$ cat src/hdl/wkev_pkg.sv
// ----------------------------------------------------------------------------
// wkev_pkg
// Shared widths and types for the Wendland kernel evaluation core.
// ----------------------------------------------------------------------------
package wkev_pkg;

    localparam int DistW  = 24;           // Q8.16 distance
    localparam int VecW   = 24;           // Q8.16 vector component
    localparam int NLanes = 6;            // gradient components
    localparam int PreW   = 37;           // gradient prefactor, Q.24
    localparam int NumW   = VecW + PreW;  // dividend |v| * pre
    localparam int QuoW   = 32;           // quotient bits kept
    localparam int DivLat = QuoW + 1;     // overflow check plus one bit per stage

    localparam logic [1:0] RegInvH    = 2'd0;
    localparam logic [1:0] RegWCoeff  = 2'd1;
    localparam logic [1:0] RegDwCoeff = 2'd2;

    // sideband that rides along with the divider lanes
    typedef struct packed {
        logic [NLanes-1:0] neg;
        logic [31:0]       weight;
        logic              outside;
        logic              zero_dist;
    } t_side;

endpackage

$ cat src/hdl/wkev_div.sv
// ----------------------------------------------------------------------------
// wkev_div
// Pipelined restoring divider: one quotient bit per stage, with an
// overflow flag for quotients that do not fit in QuoW bits.
// ----------------------------------------------------------------------------
module wkev_div
    import wkev_pkg::*;
(
    input  logic            i_clk,
    input  logic            i_en,
    input  logic [NumW-1:0] i_num,
    input  logic [DistW-1:0] i_den,
    output logic [QuoW-1:0] o_quo,
    output logic            o_ovf
);

    logic [DistW-1:0] r_rem [DivLat];
    logic [QuoW-1:0]  r_sh  [DivLat];
    logic [DistW-1:0] r_den [DivLat];
    logic             r_ovf [DivLat];

    always_ff @(posedge i_clk) begin
        if (i_en) begin
            // quotient overflows when the high part already reaches the divisor
            r_ovf[0] <= i_num[NumW-1:QuoW] >= (NumW-QuoW)'(i_den);
            r_rem[0] <= i_num[QuoW+DistW-1:QuoW];
            r_sh[0]  <= i_num[QuoW-1:0];
            r_den[0] <= i_den;
        end
    end

    for (genvar k = 1; k < DivLat; k++) begin : g_step
        logic [DistW:0] rem2;
        logic [DistW:0] diff;
        logic           ge;
        assign rem2 = {r_rem[k-1], r_sh[k-1][QuoW-1]};
        assign diff = rem2 - {1'b0, r_den[k-1]};
        assign ge   = rem2 >= {1'b0, r_den[k-1]};
        always_ff @(posedge i_clk) begin
            if (i_en) begin
                r_rem[k] <= ge ? diff[DistW-1:0] : rem2[DistW-1:0];
                r_sh[k]  <= {r_sh[k-1][QuoW-2:0], ge};
                r_den[k] <= r_den[k-1];
                r_ovf[k] <= r_ovf[k-1];
            end
        end
    end

    assign o_quo = r_sh[DivLat-1];
    assign o_ovf = r_ovf[DivLat-1];

endmodule

$ cat config.mk
export PLATFORM = sky130hd
export DESIGN_NAME = wkev_div
export DESIGN_NICKNAME = d
export VERILOG_FILES = /design/src/hdl/wkev_pkg.sv /design/src/hdl/wkev_div.sv
export SDC_FILE = /design/constraint.sdc
export NUM_CORES = 2
export LEC_CHECK = 0
export BUFFER_PORTS_ARGS = -buffer_cell sky130_fd_sc_hd__clkbuf_2
export CELL_PAD_IN_SITES_DETAIL_PLACEMENT = 2
export CELL_PAD_IN_SITES_GLOBAL_PLACEMENT = 2
export CORE_UTILIZATION = 30
export DETAILED_ROUTE_END_ITERATION = 8
export PLACE_DENSITY = 0.61
export SLEW_MARGIN = 40
export SYNTH_ARGS = -nofsm -noshare
export SYNTH_HDL_FRONTEND = slang
export SYNTH_SLANG_ARGS = --single-unit
$ cat constraint.sdc
create_clock -name i_clk -period 9.7 [get_ports i_clk]
set_input_delay 2.425 -clock i_clk [delete_from_list [all_inputs] [get_ports i_clk]]
set_output_delay 2.425 -clock i_clk [all_outputs]
set_load 0.02 [all_outputs]
# Yosys cells after proc, flatten, opt, wreduce, memory -nomap -nowiden

Memories as Yosys holds them, arrays and structs flattened.
Cells that the tools add are included.
Widths: inputs -> output; s select.

$add $sub $neg: 32
$lt $le $gt $ge: 33
Muxes and demuxes: 34

Operators with widths:

| operator       | count |
|---|---|
| $ge 25x24->1   | 32 |
| $mux 24        | 32 |
| $sub 24x24->24 | 32 |
| $ge 29x24->1   | 1 |
| $mux 1         | 2 |

Flip-flop bits (word level): 0
Bits in writable memories: 2673
Input bits: 87
Logic and storage cells: 103
Memories kept: 4

Memories:

| name  | depth | bits a word | read ports | clocked after memory_dff | write ports | line           | text |
|---|---|---|---|---|---|---|---|
| r_sh  | 33    | 32          | 33         | 0                        | 33          | wkev_div.sv:18 | `logic [QuoW-1:0] r_sh [DivLat];` |
| r_den | 33    | 24          | 32         | 0                        | 33          | wkev_div.sv:19 | `logic [DistW-1:0] r_den [DivLat];` |
| r_rem | 33    | 24          | 32         | 0                        | 33          | wkev_div.sv:17 | `logic [DistW-1:0] r_rem [DivLat];` |
| r_ovf | 33    | 1           | 33         | 0                        | 33          | wkev_div.sv:20 | `logic r_ovf [DivLat];` |

# Longest topological paths before layout

Depth in word-level cells: 2
Gate-level depth with buffers: 14

# Worst setup path before layout

Ideal clock, no wire load.

Path kind: input to register
From: in i_num[32]
To: mem r_ovf[0][0], data pin
Arrival time: 4.015 ns
Data required time: 9.444 ns
Path slack: 5.429 ns
Cell stages on the path: 11
Buffers on the path: 0
Path through: inv_1 -> ha_1 -> nand2b_1 -> a21o_1 -> a21o_1 -> a21o_1 -> a21oi_1 -> o21ai_0 -> a21oi_1 -> and4b_1 -> o22a_1

RTL lines:

| element            | line           | text |
|---|---|---|
| start: declaration | wkev_div.sv:11 | `input logic [NumW-1:0] i_num,` |
| end: declaration   | wkev_div.sv:20 |  |

==> metrics.md <==
| Metric | Value |
|---|---|
| Outcome | `finished, final reports clean` |
| Area Overhead vs Synth | `14.5%` |
| Hold path cells | `0` |
| GPL Wtd Cong | `0.821` |
| Top sig layer | `met5` |
| Routed wl met2 | `180000 microns` |
| Post-CTS sizing | `0` |
| CTS Root Cell | `clkbuf_16` |
| R2R Path End | `r_rem[0][409]$_DFFE_PP_` |
| Port Buf Inserts | `119` |
| Global Route Usage Sum | `0.159` |
| Hold_buf cts | `0` |
| Worst Path Buf+Inv | `2` |
| Dpl cells | `~15000` |
| Die Ht | `approximately 650 microns` |
| Critical path's slowest cell | `mux2i_1` |
| Most common cell after layout, fill and taps aside | `edfxtp_1` |
| Sequential area share after synthesis | `0.620` |
| Top cell type's share of synthesized area | `0.620` |
| Crit path required time | `approximately 10 ns` |
| CP Capture Type | `flop` |
| DR vias | `approximately 80000` |
| Setup repair bufs after CTS | `0` |
| Footprint of the multi-input gates | `44100 sq um` |
| DR WL/cell | `approximately 21 microns` |
| Number of synthesized flops with an enable pin | `2625` |
| Worst hold path class | `flop to flop` |
| Clk_skew | `0.0604 ns` |
| Period utilisation layout | `0.443` |
| Clock latency on the worst-skew pair | `0.91 ns` |
| Setup TNS | `0 ns` |
| Drt pass-1 iters | `5` |
| HPWL after DPL | `between 200000 and 300000 microns` |
| Initial antenna violation count | `9` |
| Post-layout util | `0.346` |
| DR WL met3 | `slightly above 8000 microns` |
| Share of cells above drive strength 1 | `0.0745` |
| RSZ-0062 raised after global routing | `no` |
| Hold Vio Cnt, Final | `0` |
| DRT met1 WL | `about 150000 microns` |
| Largest net degree at the start of global routing | `165` |
| Crit-path cells | `inv_1, ha_1, nand2_1, nor2_1, and3_1, o21ai_1, o21a_1, a2111o_1, a31o_2, o2bb2ai_4, buf_4, mux2i_1` |
| Length in cells of the worst reg-to-reg path | `12` |
| Drt via density | `between 4 and 5` |
| Starting DRT DRC Count | `about 3700` |
| Dominant synthesized flop cell | `edfxtp_1` |
| Pleak | `around 57 nW` |
| CP arrival | `~4.9 ns` |
| Core ar. | `roughly 420000 sq um` |
| Total wire length | `roughly 350000 microns` |
| Yosys warning count | `0` |
| Num rows | `between 200 and 250` |
| RR Startpoint | `r_den[0][390]$_DFFE_PP_` |
| Critical path launch point type | `flop` |
| Worst Tran Pin Value | `0.839 ns` |
| Sink Count | `approximately 2600` |
| Final Net Count | `about 11000` |
| Worst vdd rail ir drop | `169 uV` |
| H-tree levels | `5` |
| Initial cell density of the core | `0.302` |
| Die area | `~430000 sq um` |
| Crit Path Max Fanout | `13` |
| Final setup violation count | `0` |
| GRT overflow | `0` |
| Worst-path clk slew | `about 0.06 ns` |
| Clock Path Buffers | `4` |
| Worst setup margin | `~5.4 ns` |
| Reg-to-reg slack, setup | `5.40 ns` |
| Leading post-synthesis cells by cell area | `edfxtp_1 62%, ha_1 7.8%, inv_1 3.0%, a21oi_1 2.8%, mux2_1 2.7%` |
| Max incr delay on CP | `about 0.65 ns` |
| Max-slew violation count | `0` |
| Ports | `120` |
| Slew margin rel. | `0.435` |
| Pwr Density | `336 nW/um^2` |
| Hold_ws | `0.396 ns` |
| CTS buffer count | `317` |
| Mapped Cells | `~9800` |
| Cell taking the most area after synthesis | `edfxtp_1` |
| Kind of cell adding the most delay to the critical path | `compound AO/OA/AOI/OAI gates` |
| Asr flop ratio synth | `0` |
| Fmax | `233 MHz` |
| Number of global-route vias before repair | `87026` |
| # Max-Cap Violations | `0` |
| Fillers | `around 44000` |
| Post-Syn Area per Cell | `between 10 and 15 sq um` |
| Most frequent cells in the layout | `2625 x edfxtp_1, 1011 x inv_1, 792 x ha_1` |
| Hold Path End | `r_sh[1][261]$_DFFE_PP_` |
| Post-synth design cell area | `between 100000 and 150000 sq um` |
| Period minus WS final | `between 4 and 5 ns` |
| Finished Layout Cells | `about 16000` |
| Hold Crit Start | `r_sh[1][228]$_DFFE_PP_` |
| Pre-CTS WS | `between 4 and 5 ns` |
| Post-Syn Nets | `about 11000` |
| Setup CP Type | `flop to flop` |
| Synth cell types | `96` |
| Die X | `653 microns` |
| Global-route wire length before repair | `531000 microns` |
| CTS tree | `yes` |
| Remaining antenna violation count | `0` |
| Sequential standard cell area | `78800 sq um` |
| #FFs+latches synth | `around 2600` |
| DR DRC count | `0` |
-- power by group --
group | internal [mW] | switching (mW)
Sequential | 16.0 | 1.62
Combinational | 7.97 | 11.4
Clock | 6.96 | 4.92
Total | 30.9 | 18.0
-- worst max path at each step --
stage / startpoint / end / cells after the start
after floorplan: i_num[32] / r_ovf[0][0]$_DFFE_PP_ / 11
after global placement: i_num[32] / r_ovf[0][0]$_DFFE_PP_ / 12
after detailed placement: i_en / r_sh[2][25]$_DFFE_PP_ / 4
after CTS: r_den[0][73]$_DFFE_PP_ / r_rem[0][96]$_DFFE_PP_ / 11
after global routing: r_den[0][73]$_DFFE_PP_ / r_rem[0][100]$_DFFE_PP_ / 11
final: r_den[0][390]$_DFFE_PP_ / r_rem[0][409]$_DFFE_PP_ / 12
-- flip-flops by register name, indices dropped and copies added (netlist names) --
register / cells
r_sh: 1056
r_den: 768
r_ovf: 33
r_rem: 768
-- metrics by stage --
step	power [mW]	cell area (sq um)
detailed placement	37.3	135000
CTS	49.7	145000
floorplan	30.8	127000
finish	48.9	146000
global placement	36.4	135000
global route	52.0	146000
-- final cells by class --
| class | instances | share of cell area |
|---|---|---|
| timing repair buffer | 184 | 0.0101 |
| tap | 5640 | 0.0485 |
| multi-input combinational | 6029 | 0.303 |
| clock inverter | 212 | 0.0148 |
| sequential | 2625 | 0.541 |
| inverter | 1026 | 0.0265 |
| antenna | 3 | 0.0000516 |
| clock buffer | 362 | 0.0559 |
-- cells by family after synthesis --
family	after synthesis	share of synthesized area
adders and majority gates	823	0.0828
AOI/OAI and AO/OA	2325	0.116
and+or+nand+nor	1912	0.0712
buffers and inverters	1194	0.0356
DFF	2625	0.620
xor gates and xnor gates	562	0.0387
muxes	407	0.0360
-- routing by layer --
metal  track usage  vias up
met5             0        -
met4        0.0431        4
met3        0.0177      475
met2         0.296      784
met1         0.191    39789
li1              -    37171
-- worst register-to-register path, stage by stage, from the launching register on --
cell and delay, ns:
edfxtp_1 0.40, inv_1 0.07, ha_1 0.37, nand2_1 0.08
nor2_1 0.29, and3_1 0.38, o21ai_1 0.11, o21a_1 0.30
a2111o_1 0.47, a31o_2 0.27, o2bb2ai_4 0.27, buf_4 0.30
mux2i_1 0.66
-- Yosys cell counts, types with 22 or more instances --
library cell  instances
clkbuf_1            144
o31a_1               34
nand3_1             137
nand2_1             536
a211o_1              31
mux2i_1              47
nor2_1              569
a21o_1              337
nor2b_1              97
o21ai_0             316
or3_1                34
fa_1                 31
a21boi_0             30
o31ai_1              68
a31oi_1              61
a211oi_1             51
edfxtp_1           2625
a311oi_1             22
a21oi_1             718
ha_1                792
and2_1               35
mux2_2               40
xnor2_1             341
o21bai_1             78
nand4_1             108
o211ai_1             47
and3_1               53
xor2_1              221
nor4_1               32
mux2_1              304
inv_1              1011
nand2b_1            100
o21a_1               99
or2_2                22
o21ai_1             212
nor3_1              108
Note: power is estimated with default switching activity, not from simulation.
